[config.mk]
export PLATFORM = sky130hd
export DESIGN_NAME = owpid_merge
export DESIGN_NICKNAME = d
export VERILOG_FILES = /design/src/rtl/owpid_pkg.sv /design/src/rtl/owpid_merge.sv
export SDC_FILE = /design/constraint.sdc
export NUM_CORES = 1
export LEC_CHECK = 0
export BUFFER_PORTS_ARGS = -buffer_cell sky130_fd_sc_hd__buf_4
export CAP_MARGIN = 20
export CORE_MARGIN = 2
export CORE_UTILIZATION = 40
export DETAILED_ROUTE_END_ITERATION = 10
export GPL_ROUTABILITY_DRIVEN = 1
export GPL_TIMING_DRIVEN = 0
export PLACE_DENSITY_LB_ADDON = 0.25
export SLEW_MARGIN = 10
export SYNTH_ARGS = -nofsm -noshare
export SYNTH_HDL_FRONTEND = slang
export SYNTH_SLANG_ARGS = --single-unit
[constraint.sdc]
create_clock -name clk -period 1 [get_ports clk]
set_input_delay 0.05 -clock clk [delete_from_list [all_inputs] [get_ports clk]]
set_output_delay 0.05 -clock clk [all_outputs]
set_load 0.01 [all_outputs]
[src/rtl/owpid_pkg.sv]
// ----------------------------------------------------------------------------
// Omni wheel PID drive package
// Shared widths, register indexes, configuration and lane control types.
// ----------------------------------------------------------------------------
`default_nettype none

package owpid_pkg;

  localparam int NUM_WHEELS     = 3;
  localparam int SPD_W          = 16;
  localparam int GAIN_W         = 16;
  localparam int LIM_W          = 15;
  localparam int PWM_W          = 15;
  localparam int GAIN_FRAC_BITS = 8;

  localparam int ERR_W  = SPD_W + 1;
  localparam int PREV_W = SPD_W + 2;
  localparam int DER_W  = PREV_W + 1;
  localparam int ACC_W  = GAIN_W + DER_W + 2;

  localparam int CFG_IDX_W  = 3;
  localparam int CFG_DATA_W = 16;
  localparam int IN_DATA_W  = 6 * SPD_W;
  localparam int IN_USER_W  = 2;
  localparam int OUT_DATA_W = ((2 * NUM_WHEELS * PWM_W + 7) / 8) * 8;

  typedef logic signed [SPD_W-1:0] spd_t;
  typedef logic [PWM_W-1:0]        pwm_t;

  typedef enum logic [CFG_IDX_W-1:0] {
    REG_PROP_GAIN      = 3'd0,
    REG_INTEG_GAIN     = 3'd1,
    REG_DERIV_GAIN     = 3'd2,
    REG_INTEGRAL_LIMIT = 3'd3,
    REG_OUTPUT_LIMIT   = 3'd4,
    REG_PWM_MAX        = 3'd5
  } reg_idx_t;

  typedef struct packed {
    logic [GAIN_W-1:0] prop_gain;
    logic [GAIN_W-1:0] integ_gain;
    logic [GAIN_W-1:0] deriv_gain;
    logic [LIM_W-1:0]  integral_limit;
    logic [LIM_W-1:0]  output_limit;
    logic [LIM_W-1:0]  pwm_max;
  } cfg_t;

  typedef struct packed {
    logic err_en;
    logic mul_en;
    logic sum_en;
  } lane_ctrl_t;

endpackage

`default_nettype wire

[src/rtl/owpid_merge.sv]
// ----------------------------------------------------------------------------
// Omni wheel PID result merge
// Packs the three lanes' duty pairs into one result held in an output register.
// ----------------------------------------------------------------------------
`default_nettype none

module owpid_merge import owpid_pkg::*; (
  input  logic                  clk,
  input  logic                  rst,
  input  logic                  load,
  input  pwm_t                  fwd [NUM_WHEELS],
  input  pwm_t                  rev [NUM_WHEELS],
  output logic                  free,
  output logic                  m_axis_tvalid,
  input  logic                  m_axis_tready,
  output logic [OUT_DATA_W-1:0] m_axis_tdata
);

  logic [OUT_DATA_W-1:0] packed_data;

  always_comb begin
    packed_data = '0;
    for (int w = 0; w < NUM_WHEELS; w++) begin
      packed_data[2 * w * PWM_W +: PWM_W]       = fwd[w];
      packed_data[(2 * w + 1) * PWM_W +: PWM_W] = rev[w];
    end
    free = !m_axis_tvalid || m_axis_tready;
  end

  always_ff @(posedge clk) begin
    if (rst) begin
      m_axis_tvalid <= 1'b0;
    end else if (load) begin
      m_axis_tvalid <= 1'b1;
    end else if (m_axis_tready) begin
      m_axis_tvalid <= 1'b0;
    end
  end

  always_ff @(posedge clk) begin
    if (load) begin
      m_axis_tdata <= packed_data;
    end
  end

endmodule

`default_nettype wire

# Word-level counts from Yosys, hierarchy flattened
# Index checks and enable logic that the tools add are counted.
[totals] wordCells=7 reg_bits=91
[classes] reduce_logical=3 n_mux=2
[ops] operator="$mux W1" count=2
[ops] operator="$reduce_bool A2 Y1" count=1
[ops] operator="$logic_not A1 Y1" count=1
[ops] operator="$logic_or A1 B1 Y1" count=1

# Logic depth before layout (Yosys ltp)
[logic_depth] word_depth=2 mapped_depth=2 ltp_nobuf=2

# Worst setup path before layout
# Ideal clock, no wire load.
[synth_timing] kind="register -> register" from="register m_axis_tvalid (netlist name)" to="register m_axis_tvalid" n_path_buf=0 path_slack_ns=0.337 path_stages_with_launch=3 synth_period_minus_slack_ns=0.663 t_arrival_ns=0.597 setup_time_ns=0.066 t_required_ns=0.934 path_cell_list="dfxtp_1 nand2b_4 a21oi_2"
[synth_lines] item="to (signal assigned)" line="owpid_merge.sv:32" text="m_axis_tvalid <= 1'b0;"
[synth_lines] item="to (signal assigned)" line="owpid_merge.sv:34" text="m_axis_tvalid <= 1'b1;"
[synth_lines] item="to (signal assigned)" line="owpid_merge.sv:36" text="m_axis_tvalid <= 1'b0;"
[synth_lines] item="to (decl)" line="owpid_merge.sv:14" text="output logic m_axis_tvalid,"

# Worst setup path after layout
[layout_timing] from="register m_axis_tdata[52]" to="output port m_axis_tdata[52]"
[layout_lines] item="from (decl)" line="owpid_merge.sv:16" text="output logic [OUT_DATA_W-1:0] m_axis_tdata"
[layout_lines] item="from (signal assigned)" line="owpid_merge.sv:42" text="m_axis_tdata <= packed_data;"
# No word-level cell between the ends.

==> impl_metrics.env <==
export IMPL_ff2ff_path_depth=2
export IMPL_finalSetupViolCount=1
export IMPL_rrSetupSlack_ns=0.37
export IMPL_critical_path_cell_chain="buf_6"
export IMPL_io_pin_count=192
export IMPL_report_final_slew_viol_count=0
export IMPL_required_ns=0.95
export IMPL_first_iter_violations=100
export IMPL_cts_buffers=9
export IMPL_max_freq_mhz=986
export IMPL_vdd_ir_drop_max_mv=1.32
export IMPL_status="finished with violations"
export IMPL_route_antenna_remaining_nets=0
export IMPL_worstPathMaxFanout=1
export IMPL_initial_utilization_pct=41.2
export IMPL_post_route_min_period_ns=1.01
export IMPL_cp_buffers_inverters=1
export IMPL_synth_warning_count=0
export IMPL_cts_hold_fix_buffers=91
export IMPL_design_die_area_um2=7680
export IMPL_max_cap_violations=0
export IMPL_drive_gt1_share_pct=52.1
export IMPL_worst_endpoint_arrival_ns=0.96
export IMPL_die_height_um=87.6
export IMPL_wl_per_cell_um=16.7
export IMPL_routed_wirelength_um=8290
export IMPL_die_w_um=87.6
export IMPL_worstHoldEndpoint="m_axis_tvalid"
export IMPL_grt_total_usage_pct=20.3
export IMPL_synth_seq_cells=91
export IMPL_setup_worst_path_end_class="primary output"
export IMPL_synth_lib_cells_used_distinct=7
export IMPL_drc_errors=0
export IMPL_worst_hold_path_type="input port to flip-flop"
export IMPL_gpl_final_weighted_congestion=0.629
export IMPL_via_count_of_the_first_global_routing_pass=2232
export IMPL_synthToLayoutAreaGrowth_pct=95.7
export IMPL_syn_inst=101
export IMPL_r2r_start="m_axis_tvalid"
export IMPL_grt_start_max_net_pins=92
export IMPL_report_final_hold_viol_count=0
export IMPL_cts_tree="done"
export IMPL_clock_sink_count=91
export IMPL_met1_length_um=2670
export IMPL_synth_top_cell_area_share_pct=96.6
export IMPL_netlist_area_um2=2800
export IMPL_dr_total_vias=2115
export IMPL_wl_met3_um=825
export IMPL_insertion_delay_ns=0.34
export IMPL_hold_path_depth=3
export IMPL_hold_path_startpoint="m_axis_tready"
export IMPL_max_slew_margin_pct=62.5
export IMPL_root_buffer="sky130_fd_sc_hd__clkbuf_8"
export IMPL_critical_path_reg2reg_endpoint="m_axis_tvalid"
export IMPL_ctsHtreeMaxLevel=3
export IMPL_worst_slack_ns=-0.0137
export IMPL_power_leakage_nw=2.34
export IMPL_max_clock_path_buffers=2
export IMPL_path_class="flip-flop to primary output"
export IMPL_path_delay_family="flip-flops"
export IMPL_violated_checks="negative setup slack"
export IMPL_viasPerCell=4.27
export IMPL_placed_cells=387
export IMPL_top_layer="met4"
export IMPL_cts_clk_slew_worst_paths_ns=0.11
export IMPL_sum_of_overflow_across_all_layers_after_global_routing=0
export IMPL_post_cts_setup_buffer_count=0
export IMPL_fillerInstances=333
export IMPL_whs_ns=0.000439
export IMPL_synthDominantAreaCellType="sky130_fd_sc_hd__edfxtp_1"
export IMPL_finalClockSkew_ns=0
export IMPL_final_min_period_over_clock_period_pct=101
export IMPL_detail_route_first_pass_iterations=4
export IMPL_core_footprint_um2=6790
export IMPL_most_area_consuming_cells_after_synthesis="sky130_fd_sc_hd__edfxtp_1, sky130_fd_sc_hd__buf_4, sky130_fd_sc_hd__dfxtp_1"
export IMPL_layoutNonFillerInstCount=495
export IMPL_slew_at_the_pin_closest_to_its_max_slew_limit_ns=0.562
export IMPL_critical_path_s_slowest_cell="sky130_fd_sc_hd__edfxtp_1"
export IMPL_routed_wl_met2_um=4650
export IMPL_grt_first_pass_wirelength_um=11200
export IMPL_power_per_cell_area_nw_per_um2=1530
export IMPL_grt_setup_unrepaired="yes"
export IMPL_antenna_cells=0
export IMPL_antenna_found_initial=0
export IMPL_critical_path_max_stage_delay_ns=0.45
export IMPL_final_nets=488
export IMPL_seq_area_frac_synth_pct=97.3
export IMPL_synth_area_per_cell_um2=27.7
export IMPL_critical_path_startpoint_type="flip-flop"
export IMPL_port_buffer_count=185
export IMPL_floorplan_rows=30
[cells in the final DEF (no fill, tap or decap)]
master                          Yosys  layout
sky130_fd_sc_hd__clkinvlp_4         0       1
sky130_fd_sc_hd__dlygate4sd3_1      0      91
sky130_fd_sc_hd__clkinv_2           0       1
sky130_fd_sc_hd__bufinv_16          0       1
sky130_fd_sc_hd__buf_4              6     183
sky130_fd_sc_hd__conb_1             1       6
sky130_fd_sc_hd__nand2b_4           1       1
sky130_fd_sc_hd__clkbuf_8           0       9
sky130_fd_sc_hd__clkbuf_1           0       3
sky130_fd_sc_hd__inv_1              1       1
sky130_fd_sc_hd__dfxtp_2            0       1
sky130_fd_sc_hd__buf_12             0       1
sky130_fd_sc_hd__clkinv_4           0       1
sky130_fd_sc_hd__buf_6              0       8
sky130_fd_sc_hd__a21oi_2            1       1
sky130_fd_sc_hd__edfxtp_1          90      90
[through the flow]
step                      area (um^2)  setup slack [ns]  TNS [ns]  total power, mW  utilization [%]
after CTS                        5420            0.0102         0             8.30             79.8
after floorplan                  2820             0.337         0             4.89                -
after detailed placement         4330            -0.312    -27.99             5.69             63.7
final                            5470           -0.0137   -0.0137             8.37             80.6
after global routing             5470           -0.0517    -0.124             8.68             80.6
after global placement           4330            -0.276    -24.67             5.66             63.7
[how the worst max path moves through the flow]
stage / from / to / slack [ns] / depth (start not counted)
2_1_floorplan: m_axis_tvalid / m_axis_tvalid / 0.34 / 2
3_3_place_gp: load / m_axis_tdata[37] / -0.28 / 1
3_5_place_dp: load / m_axis_tdata[44] / -0.31 / 1
4_1_cts: m_axis_tdata[46] / m_axis_tdata[46] / 0.01 / 1
5_1_grt: m_axis_tdata[52] / m_axis_tdata[52] / -0.05 / 1
6_report: m_axis_tdata[52] / m_axis_tdata[52] / -0.01 / 1
[kinds of logic after synthesis]
family	synth area share, %
AO/OA/AOI/OAI	0.313
buffers and inverters	1.74
flip-flops	97.3
other	0.134
AND/OR/NAND/NOR	0.492
[repair_timing]
item                                    4_1_cts  5_1_grt
gates cloned                                  0        0
gates resized for setup                       1        8
endpoints found under the hold margin        91        1
endpoints found under the setup margin        1        8
[synthesized netlist by cell type]
cell / count
sky130_fd_sc_hd__edfxtp_1: 90
sky130_fd_sc_hd__buf_4: 6
sky130_fd_sc_hd__a21oi_2: 1
sky130_fd_sc_hd__conb_1: 1
sky130_fd_sc_hd__dfxtp_1: 1
sky130_fd_sc_hd__inv_1: 1
sky130_fd_sc_hd__nand2b_4: 1
[cell type report]
| type | instances | area (um^2) | area share [%] |
|---|---|---|---|
| repair buffers | 277 | 2350 | 42.9 |
| multi-input cells | 8 | 45.0 | 0.823 |
| flip-flops and latches | 91 | 2720 | 49.8 |
| clock inverters | 4 | 51.3 | 0.937 |
| inverters | 1 | 3.75 | 0.0686 |
| plain buffers | 6 | 45.0 | 0.823 |
| well taps | 96 | 120 | 2.19 |
| clock buffers | 12 | 135 | 2.47 |
[state kept, by name, summed over array words and instances, names as in the netlist]
signal,cells
m_axis_tdata,90
m_axis_tvalid,1
[report_power, final]
| group | leakage (nW) | internal, mW | switching [mW] |
|---|---|---|---|
| registers | 0.889 | 4.52 | 0.106 |
| logic | 1.36 | 0.837 | 0.498 |
| clock network | 0.0906 | 1.16 | 1.24 |
| total | 2.34 | 6.52 | 1.85 |
[layer usage]
metal | GRT usage [%] | vias up
met5 | 0 | -
met4 | 7.55 | 0
met3 | 9.80 | 12
met2 | 37.7 | 127
met1 | 19.1 | 1004
li1 | - | 972
Note: power is estimated with default switching activity, not from simulation.
