File: config.mk
export PLATFORM = sky130hd
export DESIGN_NAME = owpid_kin
export DESIGN_NICKNAME = d
export VERILOG_FILES = /design/src/rtl/owpid_pkg.sv /design/src/rtl/owpid_kin.sv
export SDC_FILE = /design/constraint.sdc
export NUM_CORES = 1
export LEC_CHECK = 0
export BUFFER_PORTS_ARGS = -buffer_cell sky130_fd_sc_hd__buf_2
export CORE_MARGIN = 3
export CORE_UTILIZATION = 60
export DETAILED_ROUTE_END_ITERATION = 10
export PLACE_DENSITY = 0.83
export SYNTH_ARGS = -nofsm -noshare
export SYNTH_HDL_FRONTEND = slang
export SYNTH_SLANG_ARGS = --single-unit
File: constraint.sdc
create_clock -name clk -period 10.16 [get_ports clk]
set_clock_uncertainty 0.1 [all_clocks]
set_input_delay 0 -clock clk [delete_from_list [all_inputs] [get_ports clk]]
set_output_delay 0 -clock clk [all_outputs]
set_load 0.03 [all_outputs]
File: src/rtl/owpid_pkg.sv
// ----------------------------------------------------------------------------
// Omni wheel PID drive package
// Shared widths, register indexes, configuration and lane control types.
// ----------------------------------------------------------------------------
`default_nettype none

package owpid_pkg;

  localparam int NUM_WHEELS     = 3;
  localparam int SPD_W          = 16;
  localparam int GAIN_W         = 16;
  localparam int LIM_W          = 15;
  localparam int PWM_W          = 15;
  localparam int GAIN_FRAC_BITS = 8;

  localparam int ERR_W  = SPD_W + 1;
  localparam int PREV_W = SPD_W + 2;
  localparam int DER_W  = PREV_W + 1;
  localparam int ACC_W  = GAIN_W + DER_W + 2;

  localparam int CFG_IDX_W  = 3;
  localparam int CFG_DATA_W = 16;
  localparam int IN_DATA_W  = 6 * SPD_W;
  localparam int IN_USER_W  = 2;
  localparam int OUT_DATA_W = ((2 * NUM_WHEELS * PWM_W + 7) / 8) * 8;

  typedef logic signed [SPD_W-1:0] spd_t;
  typedef logic [PWM_W-1:0]        pwm_t;

  typedef enum logic [CFG_IDX_W-1:0] {
    REG_PROP_GAIN      = 3'd0,
    REG_INTEG_GAIN     = 3'd1,
    REG_DERIV_GAIN     = 3'd2,
    REG_INTEGRAL_LIMIT = 3'd3,
    REG_OUTPUT_LIMIT   = 3'd4,
    REG_PWM_MAX        = 3'd5
  } reg_idx_t;

  typedef struct packed {
    logic [GAIN_W-1:0] prop_gain;
    logic [GAIN_W-1:0] integ_gain;
    logic [GAIN_W-1:0] deriv_gain;
    logic [LIM_W-1:0]  integral_limit;
    logic [LIM_W-1:0]  output_limit;
    logic [LIM_W-1:0]  pwm_max;
  } cfg_t;

  typedef struct packed {
    logic err_en;
    logic mul_en;
    logic sum_en;
  } lane_ctrl_t;

endpackage

`default_nettype wire

File: src/rtl/owpid_kin.sv
// ----------------------------------------------------------------------------
// Omni wheel kinematics
// Turns body velocity and turn rate into three saturated wheel targets.
// ----------------------------------------------------------------------------
`default_nettype none

module owpid_kin import owpid_pkg::*; (
  input  logic clk,
  input  logic rst,
  input  logic mul_en,
  input  logic tgt_en,
  input  spd_t vel_y,
  input  spd_t vel_x,
  input  spd_t turn_rate,
  input  logic stop,
  input  logic recompute_targets,
  output spd_t targets [NUM_WHEELS]
);

  localparam int KY_W  = 2 * SPD_W + 1;
  localparam int COM_W = 2 * SPD_W + 1;
  localparam int SUM_W = KY_W + 1;
  localparam logic signed [SPD_W:0] KIN_COS30 = 17'sd28377;
  localparam logic signed [SUM_W-1:0] SPD_MAX = SUM_W'(2 ** (SPD_W - 1) - 1);
  localparam logic signed [SUM_W-1:0] SPD_MIN = -SUM_W'(2 ** (SPD_W - 1));

  logic signed [KY_W-1:0]  ky;
  logic signed [COM_W-1:0] common;
  logic signed [SUM_W-1:0] sum_left;
  logic signed [SUM_W-1:0] sum_right;
  logic signed [SUM_W-1:0] rear_diff;

  function automatic spd_t sat_spd(input logic signed [SUM_W-1:0] x);
    if (x > SPD_MAX) begin
      return SPD_MAX[SPD_W-1:0];
    end else if (x < SPD_MIN) begin
      return SPD_MIN[SPD_W-1:0];
    end
    return x[SPD_W-1:0];
  endfunction

  always_ff @(posedge clk) begin
    if (mul_en) begin
      ky     <= KIN_COS30 * vel_y;
      common <= (COM_W'(vel_x) <<< 14) + (COM_W'(turn_rate) <<< 15) + COM_W'(16384);
    end
  end

  always_comb begin
    sum_left  = (SUM_W'(ky) + SUM_W'(common)) >>> 15;
    sum_right = (SUM_W'(common) - SUM_W'(ky)) >>> 15;
    rear_diff = SUM_W'(turn_rate) - SUM_W'(vel_x);
  end

  always_ff @(posedge clk) begin
    if (rst) begin
      for (int w = 0; w < NUM_WHEELS; w++) begin
        targets[w] <= '0;
      end
    end else if (tgt_en && recompute_targets) begin
      if (stop) begin
        for (int w = 0; w < NUM_WHEELS; w++) begin
          targets[w] <= '0;
        end
      end else begin
        targets[0] <= sat_spd(sum_left);
        targets[1] <= sat_spd(sum_right);
        targets[2] <= sat_spd(rear_diff);
      end
    end
  end

endmodule

`default_nettype wire

# Word-level counts from Yosys, hierarchy flattened
# Index checks and enable logic that the tools add are counted.
[op_classes]
mul = 1
muxes = 25
n_addsub = 5
reduce_logical = 1
n_lt_le_gt_ge = 6
[op_table]
columns = ["operator", "n"]
rows = [
  ["16-bit two-way mux", 9],
  ["48-bit two-way mux", 1],
  ["19-bit by 16-bit > comparator with 1-bit output (second input constant)", 2],
  ["19-bit by 16-bit less-than comparator with 1-bit output (second input constant)", 2],
  ["32-bit by 33-bit adder with 34-bit output", 1],
  ["33-bit by 32-bit subtractor with 34-bit output", 1],
  ["32-bit by 16-bit adder with 33-bit output (second input constant)", 1],
  ["30-bit by 31-bit adder with 32-bit output", 1],
  ["16-bit by 16-bit multiplier with 32-bit output (first input constant)", 1],
  ["17-bit by 16-bit > comparator with 1-bit output (second input constant)", 1],
  ["17-bit by 16-bit less-than comparator with 1-bit output (second input constant)", 1],
  ["16-bit by 16-bit subtractor with 17-bit output", 1],
  ["1-bit two-way mux", 15],
  ["1-bit logical AND", 1],
]
[totals]
output_inout_bits = 48
in_bits = 54
register_bits = 113
elab_cells = 43

# Longest topological paths before layout
[depth]
word_depth = 9
depth_mapped = 23
mapped_depth_nobuf = 23

# Worst setup path after synthesis
# No wires, ideal clock.
[synth_timing]
kind = "input -> register"
startpoint = "input port vel_y[4]"
endpoint = "register ky[30] (data pin)"
setup_slack_ns = 4.599
n_path_buf = 0
arrival_ns = 5.326
stages = 21
path_cell_list = "ha_1 > fa_1 > ha_1 > inv_1 > fa_1 > inv_1 > fa_1 > inv_1 > fa_1 > inv_1 > ha_1 > a21o_1 > a21oi_1 > o21ai_0 > a211oi_1 > o21ai_1 > a221oi_2 > a221o_1 > a31oi_1 > or4b_1 > nand3_1"
[synth_between]
elab_chain_cells = 1
[synth_rtl]
columns = ["element", "line", "text"]
rows = [
  ["start: declaration", "owpid_kin.sv:12", "input spd_t vel_y,"],
  ["16-bit by 16-bit multiplier with 32-bit output", "owpid_kin.sv:44", "ky <= KIN_COS30 * vel_y;"],
  ["end signal: assignment", "owpid_kin.sv:44", ""],
  ["end: declaration", "owpid_kin.sv:27", "logic signed [KY_W-1:0] ky;"],
]
# No other way between the ends.
# A chain may end at the register's enable or synchronous reset.

# Worst setup path after layout
[layout_timing]
startpoint = "input port vel_y[1]"
endpoint = "register ky[30] (data pin)"
# Same word-level chain as after synthesis.

==> insert_results.sql <==
INSERT INTO impl_metrics (metric_group, metric, value, unit) VALUES
('drt', 'via_per_inst', '5.70', ''),
('setup_path', 'timing.critical_path.cells', 'dlygate4sd3_1, buf_2, ha_1, fa_1, ha_1, inv_1, fa_1, inv_1, fa_1, inv_1, fa_1, inv_1, ha_1, a21o_1, a21oi_1, o21ai_0, a211oi_1, o21ai_1, a221oi_2, a221o_1, a31oi_1, or4b_1, nand3_1', ''),
('die', 'ioPinCount', '102', ''),
('pwr', 'total_leakage_power', '6.17', 'nW'),
('cts', 'tritoncts_clock_tree', 'built', ''),
('die', 'die_area', '20700', 'µm²'),
('synth', 'postSynthAreaPerCell', '9.51', 'µm²'),
('timing', 'finalMaxSlewViolations', '0', ''),
('synth', 'post_synth_main_area_contributors', 'sky130_fd_sc_hd__ha_1, sky130_fd_sc_hd__fa_1, sky130_fd_sc_hd__edfxtp_1', ''),
('global_route', 'maximum_number_of_pins_on_one_net_before_global_route_repair', '52', ''),
('synth', 'synth_seq_cells', '99', ''),
('placement', 'pre_cts_slack', '4.03', 'ns'),
('global_route', 'grt_pass1_vias', '9005', ''),
('drt', 'antenna_left', '0', ''),
('synth', 'synthMostInstantiatedCell', 'sky130_fd_sc_hd__inv_1', ''),
('timing', 'postLayoutSetupSlackWorst', '3.90', 'ns'),
('setup_path', 'max_stage_delay', '0.53', 'ns'),
('synth', 'ys_seq_area_share', '21.8', '%'),
('setup_path', 'crit_required', '10.29', 'ns'),
('finish', 'final_net_count', '1638', ''),
('cts', 'root_cell_of_the_clock_tree', 'sky130_fd_sc_hd__clkbuf_16', ''),
('placement', 'portBuffers', '101', ''),
('timing', 'timing.final.crit_share', '61.6', '%'),
('synth', 'async_reset_ff_share', '0', '%'),
('cts', 'cts_made_buffers', '9', ''),
('finish', 'flow.area_growth_from_synthesis', '9.43', '%'),
('timing', 'finalHoldWorstSlack', '0.0132', 'ns'),
('synth', 'netlist.area_leader.share', '20.7', '%'),
('drt', 'wl', '25400', 'µm'),
('timing', 'setup_repair_after_global_routing_missed_its_margin', 'false', ''),
('timing', 'timing_hold_violations_final', '0', ''),
('setup_path', 'cell_at_the_slowest_stage_of_the_critical_path', 'sky130_fd_sc_hd__dlygate4sd3_1', ''),
('synth', 'netlist_instances', '1201', ''),
('timing', 'fmax', '160', 'MHz'),
('drt', 'number_of_design_rule_violations_left_by_the_first_detailed_router_iteration', '411', ''),
('cts', 'clk_transition_reported_paths', '0.08', 'ns'),
('cts', 'h-tree-depth', '3', ''),
('timing', 'worst_pin_slew', '1.28', 'ns'),
('timing', 'setup_viol_count_final', '0', ''),
('cts', 'max-clock-path-buffers', '2', ''),
('synth', 'synth_area', '11400', 'µm²'),
('global_route', 'antenna_found_initial', '0', ''),
('global_route', 'grt_first_pass_wirelength', '42600', 'µm'),
('die', 'core.rowCount', '49', ''),
('synth', 'post-synth-top-area-cell', 'sky130_fd_sc_hd__ha_1', ''),
('cts', 'clock_sink_count', '99', ''),
('setup_path', 'crit_fanout', '5', ''),
('global_route', 'overflow', '0', ''),
('setup_path', 'worst_setup_path_end_kind', 'register', ''),
('finish', 'antenna-diode-count', '0', ''),
('global_route', 'grt_util_all_layers', '25.8', '%'),
('pwr', 'powerDensity', '344', 'nW/µm²'),
('die', 'fp.coreArea', '18300', 'µm²'),
('setup_path', 'critical_path_class', 'input port to register', ''),
('timing', 'timing.setup.tns', '0', 'ns'),
('timing', 'timing.max_slew.rel_slack', '14.4', '%'),
('placement', 'gp_congestion', '0.965', ''),
('synth', 'synth.yosys.warnings', '0', ''),
('die', 'die_height', '144', 'µm'),
('pwr', 'peakVddDrop', '0.261', 'mV'),
('job', 'drv_cap', '0', ''),
('synth', 'synth_nets', '1545', ''),
('synth', 'netlist-cell-type-count', '68', ''),
('setup_path', 'worst-endpoint-arrival', '6.39', 'ns'),
('placement', 'dpl_wire_length', '21100', 'µm'),
('drt', 'wl_per_cell', '16.6', 'µm'),
('outcome', 'run_status', 'complete, no violations', ''),
('die', 'initial_utilization', '62.3', '%'),
('drt', 'drt_pre_antenna_iters', '5', ''),
('finish', 'post_route_cells_drive_above_1_share', '11.1', '%'),
('setup_path', 'critical_path_source_type', 'input port', ''),
('die', 'fp.dieW', '144', 'µm'),
('synth', 'synth_edf_count', '51', ''),
('cts', 'clk_latency', '0.37', 'ns'),
('synth', 'ys_top_cells_by_count', 'sky130_fd_sc_hd__inv_1, sky130_fd_sc_hd__ha_1, sky130_fd_sc_hd__fa_1', ''),
('drt', 'vias', '8708', ''),
('synth', 'synth_top_flop_cell', 'sky130_fd_sc_hd__edfxtp_1', ''),
('timing', 'final.min_clock_period', '6.26', 'ns'),
('drt', 'post-route-drc-count', '0', ''),
('finish', 'fillCellCount', '1409', ''),
('hold_path', 'min_path_type', 'input port to register', '');
==> cell usage in the layout (no fill, tap or decap), drive strengths merged, types with 4 or more instances in the layout <==
cell / count
nand4: 6
o31ai: 8
dfxtp: 48
nand3: 20
mux2i: 4
a22oi: 4
buf: 103
xor2: 15
dlygate4sd3: 9
nor2b: 9
or2: 5
clkbuf: 9
inv: 229
and3: 5
a221o: 17
xnor2: 59
nand2b: 11
o21a: 14
o21bai: 10
or3: 8
fa: 101
nand2: 79
a21o: 18
a211oi: 12
a21oi: 55
ha: 189
nor3: 18
o311ai: 19
a31oi: 21
edfxtp: 51
nor2: 73
o21ai: 25
==> registers in the layout (all words and copies together), names as in the netlist <==
signal,cells
targets,48
common,19
ky,32
==> final timing paths <==
check,startpoint,to,slack [ns],cells past startpoint
max,vel_y[1],ky[30]$_DFFE_PP_,3.90,23
min,turn_rate[3],common[18]$_DFFE_PP_,0.01,4
max reg2reg,common[14]$_DFFE_PP_,targets[28]$_SDFFE_PP0P_,5.87,11
min reg2reg,targets[0]$_SDFFE_PP0P_,targets[0]$_SDFFE_PP0P_,0.37,2
==> layer usage <==
layer	GRT usage [%]	share of wire [%]	vias to the layer above	wire length (µm)
li1	-	-	4280	-
met4	8.28	3.1	0	798
met1	33.7	43	4165	10900
met3	3.21	4.2	49	1070
met5	0	0	-	0
met2	44.9	50	214	12600
==> power by group <==
group / internal (mW) / switching [mW]
registers: 0.667 / 0.0564
logic: 1.37 / 1.84
clock network: 0.180 / 0.185
==> logic make-up after synthesis <==
logic type,share of synthesized area [%]
AOI/OAI and AO/OA,15.1
xor gates and xnor gates,5.67
adders and majority gates,38.4
buffers and inverters,8.51
DFF,21.8
muxes,0.449
and+or+nand+nor,10.1
==> critical path: cells and delay by family <==
family	cells	cell delay [ns]
fa+ha+maj	7	2.99
compound gates	8	1.87
simple gates	2	0.61
buf+inv	6	0.90
==> final cells by class <==
| type | count | area (µm²) | share of cell area, % |
|---|---|---|---|
| clock buffer | 9 | 225 | 1.80 |
| clock inverter | 7 | 86.3 | 0.691 |
| inverter | 223 | 837 | 6.70 |
| multi-input combinational | 849 | 7960 | 63.7 |
| sequential | 99 | 2490 | 19.9 |
| tap | 229 | 287 | 2.29 |
| timing repair buffer | 112 | 611 | 4.88 |
==> per-stage QoR <==
step	total power, mW	instances	utilization [%]	cell area [µm²]
after floorplan	3.26	1201	-	11400
after global placement	3.81	1503	66.0	12100
after detailed placement	3.92	1503	66.0	12100
after CTS	4.30	1528	68.2	12500
after global routing	4.78	1528	68.2	12500
final	4.29	1528	68.2	12500
==> timing repair <==
action / 4_1_cts / 5_1_grt
resized for setup: 0 / 0
endpoints found under the hold margin: 24 / 0
buffers inserted: 0 / 0
hold buffers: 9 / 0
Note: power is estimated with default switching activity, not from simulation.
